[config.mk]
export PLATFORM = sky130hd
export DESIGN_NAME = ray_free_space_voxel_sampler
export DESIGN_NICKNAME = d
export VERILOG_FILES = /design/src/design/rfs_pkg.sv /design/src/design/ray_free_space_voxel_sampler.sv /design/src/design/rfs_div.sv /design/src/design/rfs_axis.sv
export SDC_FILE = /design/constraint.sdc
export NUM_CORES = 2
export LEC_CHECK = 0
export BUFFER_PORTS_ARGS = -buffer_cell sky130_fd_sc_hd__buf_2
export CAP_MARGIN = 20
export CORE_MARGIN = 4
export CORE_UTILIZATION = 50
export CTS_CLUSTER_DIAMETER = 40
export DETAILED_ROUTE_END_ITERATION = 8
export PLACE_DENSITY = 0.67
export SLEW_MARGIN = 10
export SYNTH_ARGS = -nofsm -noshare
export SYNTH_HDL_FRONTEND = slang
export SYNTH_SLANG_ARGS = --single-unit
[constraint.sdc]
create_clock -name i_clk -period 9.3 [get_ports i_clk]
set_clock_uncertainty 0.2 [all_clocks]
set_input_delay 0 -clock i_clk [delete_from_list [all_inputs] [get_ports i_clk]]
set_output_delay 0 -clock i_clk [all_outputs]
set_load 0.005 [all_outputs]
[src/design/rfs_pkg.sv]
// Shared widths, register indexes, state codes and control types of the voxel sampler.
package rfs_pkg;

    localparam int COORD_W  = 16;
    localparam int DMAG_W   = 15;
    localparam int FREE_W   = 7;
    localparam int CFG_IDX_W = 3;
    localparam int STATE_W  = 3;

    localparam logic [CFG_IDX_W-1:0] CFG_ORIGIN_X   = 3'd0;
    localparam logic [CFG_IDX_W-1:0] CFG_ORIGIN_Y   = 3'd1;
    localparam logic [CFG_IDX_W-1:0] CFG_ORIGIN_Z   = 3'd2;
    localparam logic [CFG_IDX_W-1:0] CFG_FREE_COUNT = 3'd3;

    localparam logic [FREE_W-1:0] FREE_COUNT_RESET = 7'd2;

    localparam logic [STATE_W-1:0] S_IDLE = 3'd0;
    localparam logic [STATE_W-1:0] S_EVAL = 3'd1;
    localparam logic [STATE_W-1:0] S_PLAN = 3'd2;
    localparam logic [STATE_W-1:0] S_MUL  = 3'd3;
    localparam logic [STATE_W-1:0] S_DIV  = 3'd4;
    localparam logic [STATE_W-1:0] S_EMIT = 3'd5;
    localparam logic [STATE_W-1:0] S_ERR  = 3'd6;

    typedef struct packed {
        logic clear;
        logic load;
        logic step;
    } t_axis_ctl;

endpackage

[src/design/ray_free_space_voxel_sampler.sv]
// Top level of the ray free-space voxel sampler: sequencer, registers and output stage.
//
// Usage: each beat on the hit channel (i_hit_valid/o_hit_ready) carries one hit voxel
// index. The block forms delta = hit - origin, takes the longest absolute axis as the
// sample count n, and sends the up to free_space_count miss cells nearest the hit on
// the cell channel (o_cell_valid/i_cell_ready), marking the last one. A ray with n of
// 32768 or more gives a single beat with too_long and last set and zero cells.
// Configuration beats (i_cfg_valid/o_cfg_ready) write origin x, y, z and the free-space
// count; they are always accepted and are meant to come while the block is idle.
// Timing: o_hit_ready is high only in the idle state. An accepted hit passes through the
// evaluate and plan states. When n is at most the free-space count, cells follow at one
// per cycle while the receiver is ready. Otherwise the start point of each axis is found
// in turn by the one shared divider, through a multiply and a divide state per axis,
// before the cells follow in the same way.
// A stalled receiver holds the output register and the walk waits; the next hit is
// taken once the last cell sits in the output register.
// Reset returns the origin to zero, the free-space count to 2 and the block to idle.
module ray_free_space_voxel_sampler #(
    parameter int MAX_FREE_VOXELS = 64
) (
    input  logic                               i_clk,
    input  logic                               i_rst_n,
    input  logic                               i_hit_valid,
    output logic                               o_hit_ready,
    input  logic signed [rfs_pkg::COORD_W-1:0] i_hit_x,
    input  logic signed [rfs_pkg::COORD_W-1:0] i_hit_y,
    input  logic signed [rfs_pkg::COORD_W-1:0] i_hit_z,
    output logic                               o_cell_valid,
    input  logic                               i_cell_ready,
    output logic signed [rfs_pkg::COORD_W-1:0] o_cell_x,
    output logic signed [rfs_pkg::COORD_W-1:0] o_cell_y,
    output logic signed [rfs_pkg::COORD_W-1:0] o_cell_z,
    output logic                               o_last_of_ray,
    output logic                               o_too_long,
    input  logic                               i_cfg_valid,
    output logic                               o_cfg_ready,
    input  logic [rfs_pkg::CFG_IDX_W-1:0]      i_cfg_index,
    input  logic [rfs_pkg::COORD_W-1:0]        i_cfg_data
);
    import rfs_pkg::*;

    localparam int CNT_W  = $clog2(MAX_FREE_VOXELS + 1);
    localparam int PROD_W = DMAG_W + CNT_W;

    logic [STATE_W-1:0]          r_state, n_state;
    logic [2:0][COORD_W-1:0]     r_origin;
    logic [FREE_W-1:0]           r_free;
    logic [2:0][COORD_W-1:0]     r_hit;
    logic [2:0]                  r_neg;
    logic [2:0][DMAG_W-1:0]      r_dmag;
    logic [COORD_W-1:0]          r_n16;
    logic [1:0]                  r_axis, n_axis;
    logic [CNT_W-1:0]            r_cnt, n_cnt;
    logic                        r_out_valid, n_out_valid;
    logic [2:0][COORD_W-1:0]     r_cell;
    logic                        r_last;
    logic                        r_too_long;

    logic [2:0]                  d_neg;
    logic [2:0][COORD_W-1:0]     d_mag;
    logic [COORD_W-1:0]          n_max;
    logic [CNT_W-1:0]            f_eff;
    logic                        short_ray;
    logic                        hit_fire;
    logic                        cfg_fire;
    logic                        out_free;
    logic                        load_cell;
    logic                        load_err;
    logic                        div_start;
    logic                        div_done;
    logic [CNT_W-1:0]            div_quot;
    logic [DMAG_W-1:0]           div_rem;
    logic [DMAG_W-1:0]           dmag_sel;
    logic [PROD_W-1:0]           product;
    t_axis_ctl [2:0]             axis_ctl;
    logic [2:0][COORD_W-1:0]     axis_cell;

    assign hit_fire    = i_hit_valid && o_hit_ready;
    assign cfg_fire    = i_cfg_valid && o_cfg_ready;
    assign o_hit_ready = (r_state == S_IDLE);
    assign o_cfg_ready = 1'b1;
    assign out_free    = !r_out_valid || i_cell_ready;
    assign load_cell   = (r_state == S_EMIT) && out_free;
    assign load_err    = (r_state == S_ERR) && out_free;
    assign div_start   = (r_state == S_MUL);

    // Delta, its magnitude and the longest axis; registered in the evaluate cycle.
    generate
        for (genvar a = 0; a < 3; a++) begin : g_delta
            logic [COORD_W:0] diff;
            logic [COORD_W:0] mag;
            always_comb begin
                diff     = {r_hit[a][COORD_W-1], r_hit[a]}
                         - {r_origin[a][COORD_W-1], r_origin[a]};
                mag      = diff[COORD_W] ? (~diff + (COORD_W+1)'(1)) : diff;
                d_neg[a] = diff[COORD_W];
                d_mag[a] = mag[COORD_W-1:0];
            end
        end
    endgenerate

    always_comb begin
        n_max = d_mag[0];
        if (d_mag[1] > n_max) begin
            n_max = d_mag[1];
        end
        if (d_mag[2] > n_max) begin
            n_max = d_mag[2];
        end
    end

    always_comb begin
        if (r_free > FREE_W'(MAX_FREE_VOXELS)) begin
            f_eff = CNT_W'(MAX_FREE_VOXELS);
        end else begin
            f_eff = r_free[CNT_W-1:0];
        end
        short_ray = (COORD_W'(f_eff) >= r_n16);
    end

    always_comb begin
        dmag_sel = r_dmag[r_axis];
        product  = PROD_W'(dmag_sel) * PROD_W'(f_eff);
    end

    rfs_div #(
        .QW(CNT_W)
    ) u_div (
        .i_clk      (i_clk),
        .i_rst_n    (i_rst_n),
        .i_start    (div_start),
        .i_dividend (product),
        .i_divisor  (r_n16[DMAG_W-1:0]),
        .o_done     (div_done),
        .o_quot     (div_quot),
        .o_rem      (div_rem)
    );

    generate
        for (genvar a = 0; a < 3; a++) begin : g_axis
            always_comb begin
                axis_ctl[a].clear = (r_state == S_PLAN) && short_ray;
                axis_ctl[a].load  = (r_state == S_DIV) && div_done && (r_axis == 2'(a));
                axis_ctl[a].step  = load_cell;
            end

            rfs_axis #(
                .QW(CNT_W)
            ) u_axis (
                .i_clk    (i_clk),
                .i_ctl    (axis_ctl[a]),
                .i_origin (r_origin[a]),
                .i_neg    (r_neg[a]),
                .i_dmag   (r_dmag[a]),
                .i_n      (r_n16[DMAG_W-1:0]),
                .i_qm     (div_quot),
                .i_rm     (div_rem),
                .o_cell   (axis_cell[a])
            );
        end
    endgenerate

    // Sequencer.
    always_comb begin
        n_state     = r_state;
        n_axis      = r_axis;
        n_cnt       = r_cnt;
        n_out_valid = r_out_valid;
        if (r_out_valid && i_cell_ready) begin
            n_out_valid = 1'b0;
        end
        unique case (r_state)
            S_IDLE: begin
                if (hit_fire) begin
                    n_state = S_EVAL;
                end
            end
            S_EVAL: begin
                n_state = S_PLAN;
            end
            S_PLAN: begin
                n_axis = 2'd0;
                if (r_n16[COORD_W-1]) begin
                    n_state = S_ERR;
                end else if (short_ray) begin
                    n_cnt   = r_n16[CNT_W-1:0];
                    n_state = (r_n16 == '0) ? S_IDLE : S_EMIT;
                end else begin
                    n_cnt   = f_eff;
                    n_state = (f_eff == '0) ? S_IDLE : S_MUL;
                end
            end
            S_MUL: begin
                n_state = S_DIV;
            end
            S_DIV: begin
                if (div_done) begin
                    if (r_axis == 2'd2) begin
                        n_state = S_EMIT;
                    end else begin
                        n_axis  = r_axis + 2'd1;
                        n_state = S_MUL;
                    end
                end
            end
            S_EMIT: begin
                if (load_cell) begin
                    n_out_valid = 1'b1;
                    n_cnt       = r_cnt - CNT_W'(1);
                    if (r_cnt == CNT_W'(1)) begin
                        n_state = S_IDLE;
                    end
                end
            end
            S_ERR: begin
                if (load_err) begin
                    n_out_valid = 1'b1;
                    n_state     = S_IDLE;
                end
            end
            default: begin
                n_state = S_IDLE;
            end
        endcase
    end

    always_ff @(posedge i_clk) begin
        if (!i_rst_n) begin
            r_state     <= S_IDLE;
            r_axis      <= 2'd0;
            r_cnt       <= '0;
            r_out_valid <= 1'b0;
            r_origin    <= '0;
            r_free      <= FREE_COUNT_RESET;
        end else begin
            r_state     <= n_state;
            r_axis      <= n_axis;
            r_cnt       <= n_cnt;
            r_out_valid <= n_out_valid;
            if (cfg_fire) begin
                unique case (i_cfg_index)
                    CFG_ORIGIN_X:   r_origin[0] <= i_cfg_data;
                    CFG_ORIGIN_Y:   r_origin[1] <= i_cfg_data;
                    CFG_ORIGIN_Z:   r_origin[2] <= i_cfg_data;
                    CFG_FREE_COUNT: r_free      <= i_cfg_data[FREE_W-1:0];
                    default: ;
                endcase
            end
        end
    end

    always_ff @(posedge i_clk) begin
        if (hit_fire) begin
            r_hit <= {i_hit_z, i_hit_y, i_hit_x};
        end
        if (r_state == S_EVAL) begin
            r_neg <= d_neg;
            for (int a = 0; a < 3; a++) begin
                // Magnitudes only matter when the ray is not rejected, so they fit 15 bits.
                r_dmag[a] <= d_mag[a][DMAG_W-1:0];
            end
            r_n16 <= n_max;
        end
        if (load_cell) begin
            r_cell     <= axis_cell;
            r_last     <= (r_cnt == CNT_W'(1));
            r_too_long <= 1'b0;
        end else if (load_err) begin
            r_cell     <= '0;
            r_last     <= 1'b1;
            r_too_long <= 1'b1;
        end
    end

    assign o_cell_valid  = r_out_valid;
    assign o_cell_x      = r_cell[0];
    assign o_cell_y      = r_cell[1];
    assign o_cell_z      = r_cell[2];
    assign o_last_of_ray = r_last;
    assign o_too_long    = r_too_long;

    a_err_is_last: assert property (@(posedge i_clk) disable iff (!i_rst_n)
        (o_cell_valid && o_too_long) |-> (o_last_of_ray && o_cell_x == '0
            && o_cell_y == '0 && o_cell_z == '0))
        else $error("rejected ray beat is not a lone last beat");

    a_emit_count: assert property (@(posedge i_clk) disable iff (!i_rst_n)
        (r_state == S_EMIT) |-> (r_cnt != '0))
        else $error("emitting with no samples left");

    a_div_done_state: assert property (@(posedge i_clk) disable iff (!i_rst_n)
        div_done |-> (r_state == S_DIV))
        else $error("divider finished outside the divide state");

    a_hit_to_eval: assert property (@(posedge i_clk) disable iff (!i_rst_n)
        hit_fire |=> (r_state == S_EVAL))
        else $error("accepted hit did not start evaluation");

endmodule

[src/design/rfs_div.sv]
// Shared restoring divider with a short quotient, one quotient bit per cycle.
module rfs_div #(
    parameter int QW = 7
) (
    input  logic                             i_clk,
    input  logic                             i_rst_n,
    input  logic                             i_start,
    input  logic [rfs_pkg::DMAG_W+QW-1:0]    i_dividend,
    input  logic [rfs_pkg::DMAG_W-1:0]       i_divisor,
    output logic                             o_done,
    output logic [QW-1:0]                    o_quot,
    output logic [rfs_pkg::DMAG_W-1:0]       o_rem
);
    import rfs_pkg::*;

    localparam int RW = DMAG_W + QW;
    localparam int CW = $clog2(QW + 1);

    logic [RW-1:0] r_rem, n_rem;
    logic [RW-1:0] r_dsr, n_dsr;
    logic [QW-1:0] r_quot, n_quot;
    logic [CW-1:0] r_cnt, n_cnt;
    logic          r_done, n_done;
    logic          ge;
    logic [QW:0]   shifted_quot;

    always_comb begin
        ge           = (r_rem >= r_dsr);
        shifted_quot = {r_quot, ge};
        n_rem        = r_rem;
        n_dsr        = r_dsr;
        n_quot       = r_quot;
        n_cnt        = r_cnt;
        n_done       = 1'b0;
        if (i_start) begin
            n_rem  = i_dividend;
            n_dsr  = RW'(i_divisor) << (QW - 1);
            n_quot = '0;
            n_cnt  = CW'(QW);
        end else if (r_cnt != '0) begin
            if (ge) begin
                n_rem = r_rem - r_dsr;
            end
            n_quot = shifted_quot[QW-1:0];
            n_dsr  = r_dsr >> 1;
            n_cnt  = r_cnt - CW'(1);
            n_done = (r_cnt == CW'(1));
        end
    end

    always_ff @(posedge i_clk) begin
        if (!i_rst_n) begin
            r_cnt  <= '0;
            r_done <= 1'b0;
        end else begin
            r_cnt  <= n_cnt;
            r_done <= n_done;
        end
    end

    always_ff @(posedge i_clk) begin
        r_rem  <= n_rem;
        r_dsr  <= n_dsr;
        r_quot <= n_quot;
    end

    assign o_done = r_done;
    assign o_quot = r_quot;
    assign o_rem  = r_rem[DMAG_W-1:0];

endmodule

[src/design/rfs_axis.sv]
// One axis of the line walk: quotient and remainder of |delta|*p/n, stepped per sample.
module rfs_axis #(
    parameter int QW = 7
) (
    input  logic                              i_clk,
    input  rfs_pkg::t_axis_ctl                i_ctl,
    input  logic [rfs_pkg::COORD_W-1:0]       i_origin,
    input  logic                              i_neg,
    input  logic [rfs_pkg::DMAG_W-1:0]        i_dmag,
    input  logic [rfs_pkg::DMAG_W-1:0]        i_n,
    input  logic [QW-1:0]                     i_qm,
    input  logic [rfs_pkg::DMAG_W-1:0]        i_rm,
    output logic [rfs_pkg::COORD_W-1:0]       o_cell
);
    import rfs_pkg::*;

    logic [DMAG_W-1:0]  r_q, n_q;
    logic [DMAG_W-1:0]  r_rem, n_rem;
    logic [DMAG_W:0]    sum;
    logic [DMAG_W:0]    wrapped;
    logic               wrap;
    logic               rm_nz;
    logic [COORD_W:0]   mag;
    logic [COORD_W:0]   signed_q;
    logic [COORD_W:0]   total;

    always_comb begin
        sum     = {1'b0, r_rem} + {1'b0, i_dmag};
        wrapped = sum - {1'b0, i_n};
        wrap    = (sum >= {1'b0, i_n});
        rm_nz   = (i_rm != '0);
        n_q     = r_q;
        n_rem   = r_rem;
        if (i_ctl.clear) begin
            n_q   = '0;
            n_rem = '0;
        end else if (i_ctl.load) begin
            // Start sample n-f: |d|*(n-f)/n = |d| - ceil(|d|*f/n).
            n_q   = i_dmag - DMAG_W'(i_qm) - DMAG_W'(rm_nz);
            n_rem = rm_nz ? (i_n - i_rm) : '0;
        end else if (i_ctl.step) begin
            if (wrap) begin
                n_rem = wrapped[DMAG_W-1:0];
                n_q   = r_q + DMAG_W'(1);
            end else begin
                n_rem = sum[DMAG_W-1:0];
            end
        end
    end

    always_ff @(posedge i_clk) begin
        r_q   <= n_q;
        r_rem <= n_rem;
    end

    always_comb begin
        mag      = {2'b00, r_q};
        signed_q = i_neg ? (~mag + (COORD_W+1)'(1)) : mag;
        total    = {i_origin[COORD_W-1], i_origin} + signed_q;
        o_cell   = total[COORD_W-1:0];
    end

endmodule
==> flow_summary.yaml <==
worst_hold_path:
  hold_class: "primary input to flop"
  hold_depth: 3
finish:
  nets: 4619
  insertedDiodeCount: 0
  drive_gt1_share_pct: 9.004
  area_growth_pct: 16.88
  fin_cells: 5031
  design_area_sq_um: 38450
  fill_cells: 5647
sta:
  final.min_clock_period_ns: 7.854
  drv_slew: 0
  hold_violations: 0
  finalSetupViolCount: 0
  worst_pin_slew_ns: 1.090
  rsz0062_at_grt: "no"
  clock.fmax_ghz: 0.1273
  max_slew_margin_pct: 27.06
  fin_crit_sh_pct: 84.45
  final.setup.tns_ns: 0
die:
  fp.dieW_microns: 264.5
  die_h_microns: 264.5
  io_pins: 125
  rows: 93
  start_util_pct: 50.76
  dieArea_sq_um: 69970
  coreArea_sq_um: 64810
critical_path:
  r2r-end: "r_n16[1]$_DFFE_PP_"
  r2r_setup_slack_ns: 1.45
  worstSetupStartpoint: "r_hit[0]$_DFFE_PP_"
  crit_required_ns: 9.49
  endpoint_kind: "flop"
  critPathSlowestCell: "or4_4"
  reg2regPathDepth: 33
  r2r_start: "r_hit[0]$_DFFE_PP_"
  path_common_cell: "nand2b_1"
  cpPeakStageDelay_ns: 0.56
  crit_type: "flop to flop"
  cp_max_fo: 16
  worstSetupEndpoint: "r_n16[1]$_DFFE_PP_"
  worstSetupStartpointType: "flop"
  arrival_ns: 8.04
synth:
  syn-cell-area_sq_um: 32900
  ys_types: 101
  avgSynthCellArea_sq_um: 8.473
  yosys-top-cells-area: "edfxtp_1 (18%), ha_1 (13%), dfxtp_1 (11%), xnor2_1 (5.6%), fa_1 (5.1%)"
  ys_async_sr_fraction_pct: 0
  ys_seq_elements: 374
  synth_top_area_cell: "edfxtp_1"
  synth.top_cell.area_share_pct: 18.07
  synth_edf_count: 198
  synth-main-ff-cell: "edfxtp_1"
  yosysWarnings: 0
  syn_inst: 3883
  syn_nets: 4390
  seq_area_frac_synth_pct: 28.78
global_route:
  grt_util_all_layers_pct: 28.59
  grt.overflow.total: 0
  grt_max_degree: 68
  grt_pass1_wl_microns: 158700
  grt_antenna_before_repair: 1
  grt_pass1_vias: 28350
routing:
  ant_nets: 0
  wire_per_inst_microns: 20.53
  via_per_inst: 5.843
  detail_route.iter0.violations: 2651
  dr.pass1.iters: 8
  vias: 29400
  drc: 0
  postRouteWirelength_microns: 103300
cts:
  cts_tree: "done"
  clock_tree.buffer_depth: 3
  cts_hold_buffers: 132
  clkSinkCount: 374
  ctsResizeCount: 0
  postCtsSetupRepairBufs: 0
  numCtsBuffers: 76
  clk_latency_ns: 0.64
  clockRootBuffer: "clkbuf_16"
  clk_transition_reported_paths_ns: 0.06
  cts_max_level: 3
outcome:
  status: "finished, final reports clean"
placed_design:
  portBuffers: 123
  placed_cell_area_sq_um: 34340
  dp.cells: 4755
  dpl.hpwl_microns: 76050
  place.gp.congestion: 0.9623
flow_run:
  maxCapViolations: 0
## metal layers
layer / vias to the layer above / GRT usage (%) / share of wire [%]
met2: 1136 / 46.47 / 45
met5: - / 0 / 0
met3: 237 / 5.300 / 8.2
met4: 0 / 11.41 / 4.4
met1: 13860 / 37.85 / 42
li1: 14170 / - / -
## state kept, by name, summed over array words and instances (netlist names), 2 cells and up
register and cells:
u_div.r_dsr 21, r_dmag 45, u_div.o_quot 7, r_free 7
g_axis.u_axis.r_rem 45, g_axis.u_axis.r_q 45, r_cnt 7, o_cell_x 16
r_hit 48, r_axis 2, r_n16 16, u_div.r_rem 22
r_state 3, r_origin 48, u_div.r_cnt 3, r_neg 3
o_cell_z 16, o_cell_y 16
## synth_stat cells (all sizes together) (44+ instances only)
| library cell | count |
|---|---|
| nor2b | 51 |
| nor3 | 85 |
| fa | 84 |
| nor2 | 300 |
| o21ai | 200 |
| ha | 351 |
| mux2i | 52 |
| nand2b | 51 |
| a21o | 77 |
| and3 | 44 |
| a21oi | 323 |
| inv | 334 |
| nand3 | 85 |
| xor2 | 130 |
| clkbuf | 124 |
| dfxtp | 176 |
| nand2 | 438 |
| edfxtp | 198 |
| xnor2 | 210 |
## logic make-up after synthesis
| group | share of synthesized area [%] |
|---|---|
| flip-flops | 28.78 |
| XOR/XNOR | 9.120 |
| multiplexers | 1.582 |
| buffers and inverters | 5.568 |
| AND/OR/NAND/NOR | 18.14 |
| adder cells (fa/ha/maj) | 18.49 |
| other | 0.01140 |
| AO/OA/AOI/OAI | 18.31 |
## worst max-delay path, delay by kind of cell (launching register included)
| family | cells | cell delay [ns] |
|---|---|---|
| mux | 1 | 0.10 |
| compound gates | 14 | 2.72 |
| simple gates | 12 | 2.73 |
| buf+inv | 2 | 0.38 |
| fa+ha+maj | 4 | 1.15 |
| flops | 1 | 0.32 |
## final cells by class
class | count | area [sq um] | share of cell area, %
multi-input combinational | 3031 | 21650 | 56.29
sequential | 374 | 9469 | 24.62
timing repair buffer | 294 | 2250 | 5.850
clock buffer | 83 | 1968 | 5.118
inverter | 335 | 1257 | 3.270
tap | 855 | 1070 | 2.782
clock inverter | 59 | 793.3 | 2.063
## worst min path at each step
| stage | startpoint | to |
|---|---|---|
| floorplan | i_rst_n | r_free[1]$_SDFFE_PN1P_ |
| global placement | i_hit_z[12] | r_hit[44]$_DFFE_PP_ |
| global route | i_cfg_data[12] | r_origin[12]$_SDFFE_PN0P_ |
| CTS | i_rst_n | r_cnt[0]$_SDFFE_PN0P_ |
| finish | i_rst_n | r_cnt[0]$_SDFFE_PN0P_ |
| detailed placement | i_hit_z[13] | r_hit[45]$_DFFE_PP_ |
## metrics by stage
stage                     setup WS [ns]  hold slack (ns)  utilization, %
after floorplan                   2.306          -0.1282               -
after global placement            1.569         -0.02380           52.98
after detailed placement          1.454         -0.02190           52.98
after CTS                         1.453          0.01259           59.28
after global routing             0.8648          0.05333           59.33
final                             1.446          0.03176           59.33
## cells in the final DEF (no fill, tap or decap), drive strengths merged, types with 51 or more instances in the layout
cell type / count
a21o: 77
a21oi: 323
buf: 162
clkbuf: 83
dfxtp: 176
dlygate4sd3: 132
edfxtp: 198
fa: 84
ha: 351
inv: 354
mux2i: 52
nand2: 438
nand2b: 51
nand3: 85
nor2: 300
nor2b: 51
nor3: 85
o21ai: 200
xnor2: 210
xor2: 130
Power is not shown: default switching activity piles up to over one toggle a cycle in this logic, so the estimate is an artifact.
